===== src/rtl/tdp_pkg.sv =====
`timescale 1ns / 1ps

package tdp_pkg;

	// Default width of the candidate number
	localparam int NUMBER_WIDTH_DEF = 32;

	// Sequencer states
	typedef enum logic [2:0] {
		ST_IDLE,
		ST_START,
		ST_WAIT,
		ST_CHECK,
		ST_FINISH
	} state_t;

	// Strobes from the sequencer's output decode
	typedef struct packed {
		logic in_ready;
		logic div_start;
	} seq_ctl_t;

endpackage


===== src/rtl/trial_division_prime_test_unit.sv =====
`timescale 1ns / 1ps

// Trial-division primality test. Each accepted item carries one signed number;
// the block returns one item with is_prime set when that number is prime.
// Numbers below two, every negative value included, answer 0 without the
// divider once the output register is free. Otherwise divisors
// d = 2, 3, 4, ... are tried in turn on one shared restoring divider that
// retires one quotient bit per cycle; the search stops at the first zero
// remainder (not prime) or once d exceeds number / d (prime). A prime runs
// floor(sqrt(number)) divisors, the last one only to find d past the root.
// in_ready is high only while the sequencer is idle; the finished result sits
// in an output register, so the next item may enter while it waits to be taken.

module trial_division_prime_test_unit #(
	parameter int NUMBER_WIDTH = tdp_pkg::NUMBER_WIDTH_DEF
) (
	input  logic                           clk,
	input  logic                           arst_n,
	input  logic                           in_valid,
	output logic                           in_ready,
	input  logic signed [NUMBER_WIDTH-1:0] number,
	output logic                           out_valid,
	input  logic                           out_ready,
	output logic                           is_prime
);
	import tdp_pkg::*;

	localparam int W = NUMBER_WIDTH;

	state_t       state_q;
	state_t       state_nxt;
	seq_ctl_t     ctl;

	logic [W-1:0] v_q;      // candidate under test
	logic [W-1:0] d_q;      // current trial divisor
	logic         res_q;    // verdict waiting for the output register
	logic         out_valid_q;
	logic         is_prime_q;

	logic         div_done;
	logic [W-1:0] div_quo;
	logic [W-1:0] div_rem;

	logic         in_acc;
	logic         trivial;  // negative, zero or one
	logic         past_root;
	logic         rem_zero;
	logic         out_free;

	assign in_acc    = in_valid && ctl.in_ready;
	assign trivial   = number[W-1] || (number[W-1:1] == '0);
	assign past_root = (d_q > div_quo);
	assign rem_zero  = (div_rem == '0);
	assign out_free  = !out_valid_q || out_ready;

	// Shared divider: computes v / d and v % d for the current divisor
	tdp_divider #(
		.W(W)
	) u_div (
		.clk       (clk),
		.arst_n    (arst_n),
		.start     (ctl.div_start),
		.dividend  (v_q),
		.divisor   (d_q),
		.done      (div_done),
		.quotient  (div_quo),
		.remainder (div_rem)
	);

	// Next state
	always_comb begin
		state_nxt = state_q;
		case (state_q)
			ST_IDLE: begin
				if (in_acc) begin
					state_nxt = trivial ? ST_FINISH : ST_START;
				end
			end
			ST_START: begin
				state_nxt = ST_WAIT;
			end
			ST_WAIT: begin
				if (div_done) begin
					state_nxt = ST_CHECK;
				end
			end
			ST_CHECK: begin
				if (past_root || rem_zero) begin
					state_nxt = ST_FINISH;
				end else begin
					state_nxt = ST_START;
				end
			end
			ST_FINISH: begin
				if (out_free) begin
					state_nxt = ST_IDLE;
				end
			end
			default: begin
				state_nxt = ST_IDLE;
			end
		endcase
	end

	// Output decode
	always_comb begin
		ctl = '0;
		case (state_q)
			ST_IDLE:  ctl.in_ready  = 1'b1;
			ST_START: ctl.div_start = 1'b1;
			default:  ctl = '0;
		endcase
	end

	always_ff @(posedge clk or negedge arst_n) begin
		if (!arst_n) begin
			state_q     <= ST_IDLE;
			out_valid_q <= 1'b0;
		end else begin
			state_q <= state_nxt;
			// Hand the verdict over once the output register is free
			if (state_q == ST_FINISH && out_free) begin
				out_valid_q <= 1'b1;
			end else if (out_ready) begin
				out_valid_q <= 1'b0;
			end
		end
	end

	// Datapath registers
	always_ff @(posedge clk) begin
		if (in_acc) begin
			v_q   <= $unsigned(number);
			d_q   <= W'(2);
			res_q <= 1'b0;
		end
		if (state_q == ST_CHECK) begin
			if (past_root) begin
				res_q <= 1'b1;
			end else if (rem_zero) begin
				res_q <= 1'b0;
			end else begin
				d_q <= d_q + W'(1);
			end
		end
		if (state_q == ST_FINISH && out_free) begin
			is_prime_q <= res_q;
		end
	end

	assign in_ready  = ctl.in_ready;
	assign out_valid = out_valid_q;
	assign is_prime  = is_prime_q;

endmodule


===== src/rtl/tdp_divider.sv =====
`timescale 1ns / 1ps

module tdp_divider #(
	parameter int W = tdp_pkg::NUMBER_WIDTH_DEF
) (
	input  logic         clk,
	input  logic         arst_n,
	input  logic         start,
	input  logic [W-1:0] dividend,
	input  logic [W-1:0] divisor,
	output logic         done,
	output logic [W-1:0] quotient,
	output logic [W-1:0] remainder
);
	import tdp_pkg::*;

	localparam int CW = $clog2(W + 1);

	logic          busy_q;
	logic          done_q;
	logic [CW-1:0] cnt_q;
	logic [W-1:0]  quo_q;
	logic [W-1:0]  rem_q;

	logic [W:0]    rem_sh;
	logic [W:0]    diff;
	logic          ge;

	// One restoring step: shift in the next dividend bit, subtract if it fits
	always_comb begin
		rem_sh = {rem_q, quo_q[W-1]};
		diff   = rem_sh - {1'b0, divisor};
		ge     = (rem_sh >= {1'b0, divisor});
	end

	always_ff @(posedge clk or negedge arst_n) begin
		if (!arst_n) begin
			busy_q <= 1'b0;
			done_q <= 1'b0;
			cnt_q  <= '0;
		end else begin
			done_q <= 1'b0;
			if (start) begin
				busy_q <= 1'b1;
				cnt_q  <= CW'(W);
			end else if (busy_q) begin
				cnt_q <= cnt_q - CW'(1);
				if (cnt_q == CW'(1)) begin
					busy_q <= 1'b0;
					done_q <= 1'b1;
				end
			end
		end
	end

	always_ff @(posedge clk) begin
		if (start) begin
			quo_q <= dividend;
			rem_q <= '0;
		end else if (busy_q) begin
			quo_q <= {quo_q[W-2:0], ge};
			rem_q <= ge ? diff[W-1:0] : rem_sh[W-1:0];
		end
	end

	assign done      = done_q;
	assign quotient  = quo_q;
	assign remainder = rem_q;

endmodule

===== config.mk =====
export PLATFORM = sky130hd
export DESIGN_NAME = trial_division_prime_test_unit
export DESIGN_NICKNAME = d
export VERILOG_FILES = /design/src/rtl/tdp_pkg.sv /design/src/rtl/trial_division_prime_test_unit.sv /design/src/rtl/tdp_divider.sv
export SDC_FILE = /design/constraint.sdc
export NUM_CORES = 1
export LEC_CHECK = 0
export BUFFER_PORTS_ARGS = -buffer_cell sky130_fd_sc_hd__buf_2
export CAP_MARGIN = 20
export CORE_UTILIZATION = 29
export CTS_CLUSTER_SIZE = 20
export DETAILED_ROUTE_END_ITERATION = 16
export PLACE_DENSITY = 0.53
export SYNTH_ARGS = -nofsm -noshare
export SYNTH_HDL_FRONTEND = slang
export SYNTH_SLANG_ARGS = --single-unit

===== constraint.sdc =====
create_clock -name clk -period 6.7 [get_ports clk]
set_input_delay 1.34 -clock clk [delete_from_list [all_inputs] [get_ports clk]]
set_output_delay 1.34 -clock clk [all_outputs]
set_load 0.005 [all_outputs]

==> impl_metrics.csv <==
group,metric,value,unit
cts,cts_max_level,4,
place,port_buffers,38,
sta,finClkSkew,12.97,ps
sta,finalCritPeriodShare,0.5406,
critical_path,path_buf_inv,1,
final_layout,antenna_cells,0,
grt,grt_pass1_vias,6881,
sta,slew_violations,0,
grt,grtUsageMet2,0.2421,
synthesis,synth_cell_types,68,
place,place_congestion,0.8393,
cts,path_clk_slew,70,ps
critical_path,crit_path_start,"d_q[26]$_DFF_P_",
floorplan,die_y,174.8,um
grt,grt.total_usage,0.1469,
final_layout,fillCellCount,3044,
synthesis,ys_ff_latch,142,
final_layout,layout.area.seq,0.003555,sq mm
final_layout,final_cells,1404,
floorplan,io_pins,39,
critical_path,r2r-end,"u_div.remainder[1]$_SDFFE_PP0P_",
final_layout,multi_input_area,0.004624,sq mm
synthesis,seq_area_frac_synth,0.4103,
status,status,"complete, no violations",
synthesis,synthTopCellsByCount,"149 x nand2_1, 84 x inv_1, 76 x o21ai_0",
grt,grt_antenna_before_repair,0,
sta,worstMarginPinSlew,1020,ps
pwr,vdd_ir_drop_max,0.1895,mV
synthesis,syn_inst,983,
critical_path,crit_end,"u_div.remainder[1]$_SDFFE_PP0P_",
drt,drc_errors,0,
run,drv_cap,0,
cts,cts_root_buffer,"clkbuf_16",
sta,finalSetupViolations,0,
cts,clock_path_buffers,2,
drt,vias_per_cell,5.076,
synthesis,ys_warn_count,0,
synthesis,synth_most_common_cell,"nand2_1",
final_layout,area_delta_synth_final,13.31,%
drt,ant_nets,0,
floorplan,die_w,174.8,um
critical_path,critPathLaunchType,"flip-flop",
critical_path,critPathMaxStageDelay,670,ps
place,dp_slack,3142,ps
sta,max_freq,276.1,MHz
critical_path,crit_type,"flip-flop to flip-flop",
critical_path,critical_path.cell_chain,"inv_1 -> ha_1 -> a21oi_1 -> o21bai_1 -> a21oi_1 -> o211ai_1 -> a211oi_1 -> nand2_1 -> or3_1 -> o311ai_0",
critical_path,r2r_slack,3080,ps
floorplan,rows,62,
synthesis,synth_fp_nets,1087,
critical_path,crit_slowest_cell,"nand2_1",
place,dp_cells,1372,
floorplan,dieArea,0.03056,sq mm
critical_path,cp.required,7010,ps
sta,finalSetupTns,0,ps
drt,drtIter0Drc,397,
grt,grt_max_degree,68,
grt,grt_overflow_total,0,
floorplan,start_util,0.2985,
critical_path,worstSetupPathDepth,10,
synthesis,synth.avg_cell_area,8.811,sq um
worst_hold_path,hold_path_class,"flip-flop to flip-flop",
synthesis,netlist.area_leader.share,0.2254,
synthesis,synth_edf_count,65,
critical_path,ff2ff_path_depth,10,
drt,wl_per_cell,15.45,um
drt,routed_wirelength,21690,um
floorplan,core-area,0.02901,sq mm
cts,cts_tree,"yes",
grt,grtUsageMet3,0.02328,
critical_path,cp_max_fo,25,
pwr,p_leak,3.855,nW
final_layout,nets,1111,
synthesis,yosysTopAreaCell,"edfxtp_1",
critical_path,crit_family,"compound AO/OA/AOI/OAI gates",
synthesis,synth_async_sr_flop_share,0.08451,
sta,post-route-min-period,3622,ps
synthesis,synth_area_leaders,"edfxtp_1 23%, dfxtp_1 15%, ha_1 9.7%, nand2_1 6.5%, o21ai_0 4.4%",
critical_path,cp_common_cell,"a21oi_1",
grt,grt_pass1_wl,35740,um
final_layout,drive_gt1_frac,0.09216,
cts,clock_latency,430,ps
sta,setup_slack,3078,ps
place,dp_hpwl,15820,um
sta,grt_setup_unrepaired,"no",
sta,relSlewSlack,0.3197,
sta,hold_viol,0,
pwr,power.density,502.3,mW/mm^2
cts,cts.sinks,142,
grt,gr-max-usage-layer,"met2",
cts,cts-resized-gates,0,
cts,postCtsHoldBufs,0,
synthesis,syn_area,0.008661,sq mm
drt,dr.pass1.iters,5,
cts,numCtsBuffers,17,
critical_path,arrival,3930,ps
synthesis,ys.flop_type,"edfxtp_1",
grt,grt_use_met1,0.1958,
critical_path,end_kind,"flip-flop",
critical_path,reg2reg_from,"d_q[26]$_DFF_P_",
drt,vias,7127,
cts,post_cts_buffers,0,
## sequential cells by signal, summed over array words and instances, names as in the netlist
register / count
u_div.cnt_q: 6
state_q: 3
d_q: 32
is_prime: 1
out_valid: 1
u_div.remainder: 32
v_q: 32
u_div.quotient: 32
u_div.done: 1
u_div.busy_q: 1
res_q: 1
## how the worst min path moves through the flow
stage | startpoint | end | slack [ps] | depth (start not counted)
floorplan | res_q$_DFF_P_ | is_prime$_DFFE_PP_ | 410 | 0
detailed placement | res_q$_DFF_P_ | is_prime$_DFFE_PP_ | 420 | 0
global route | res_q$_DFF_P_ | is_prime$_DFFE_PP_ | 460 | 0
finish | res_q$_DFF_P_ | is_prime$_DFFE_PP_ | 440 | 0
CTS | res_q$_DFF_P_ | is_prime$_DFFE_PP_ | 440 | 0
global placement | res_q$_DFF_P_ | is_prime$_DFFE_PP_ | 420 | 0
## cell usage in the layout (no fill, tap or decap), types with 35 or more instances in the layout
master	synthesis	routed
inv_1	84	84
nor4_1	35	35
dfxtp_1	65	65
nand2_1	149	149
edfxtp_1	65	65
buf_2	9	38
ha_1	67	67
nor2_1	50	50
a21oi_1	57	57
o21ai_0	76	76
## routing by layer
metal / wire, um / share of wire / vias up
li1: - / - / 3637
met1: 10660 / 0.49 / 3288
met2: 9787 / 0.45 / 169
met3: 787 / 0.036 / 33
met4: 454 / 0.021 / 0
met5: 0 / 0 / -
## logic make-up (layout without fill, tap and decap cells)
logic type	after synthesis	in the layout	share of synthesized area
AO/OA/AOI/OAI	250	250	0.1840
XOR/XNOR	28	28	0.02832
adder cells (fa/ha/maj)	68	68	0.09910
buffers and inverters	124	161	0.05591
flip-flops	142	142	0.4103
multiplexers	28	28	0.03279
AND/OR/NAND/NOR	343	343	0.1895
## power breakdown
| group | internal, mW | switching (mW) |
|---|---|---|
| Clock | 0.503 | 0.455 |
| Combinational | 0.972 | 1.50 |
| Sequential | 1.29 | 0.209 |
| Total | 2.77 | 2.16 |
## through the flow
stage	power (mW)	area, sq um	hold slack, ps	utilization
6_report	4.929	9813	437.6	0.3382
5_1_grt	5.361	9813	462.7	0.3382
3_5_place_dp	3.979	9218	422.2	0.3177
4_1_cts	4.949	9813	439.8	0.3382
3_3_place_gp	3.974	9218	415.5	0.3177
2_1_floorplan	3.394	8661	408.6	-
## worst reg2reg max path: stages (launching register included)
cell	delay, ps
dfxtp_1	450
inv_1	80
ha_1	380
a21oi_1	270
o21bai_1	110
a21oi_1	300
o211ai_1	150
a211oi_1	390
nand2_1	670
or3_1	590
o311ai_0	100
## cell type report
| class | count | area share |
|---|---|---|
| tap | 384 | 0.04896 |
| inverter | 84 | 0.03213 |
| clock buffer | 17 | 0.04335 |
| multi-input combinational | 717 | 0.4712 |
| sequential | 142 | 0.3622 |
| timing repair buffer | 45 | 0.02474 |
| clock inverter | 15 | 0.01734 |
No activity file was read; power rests on OpenSTA's default activity.
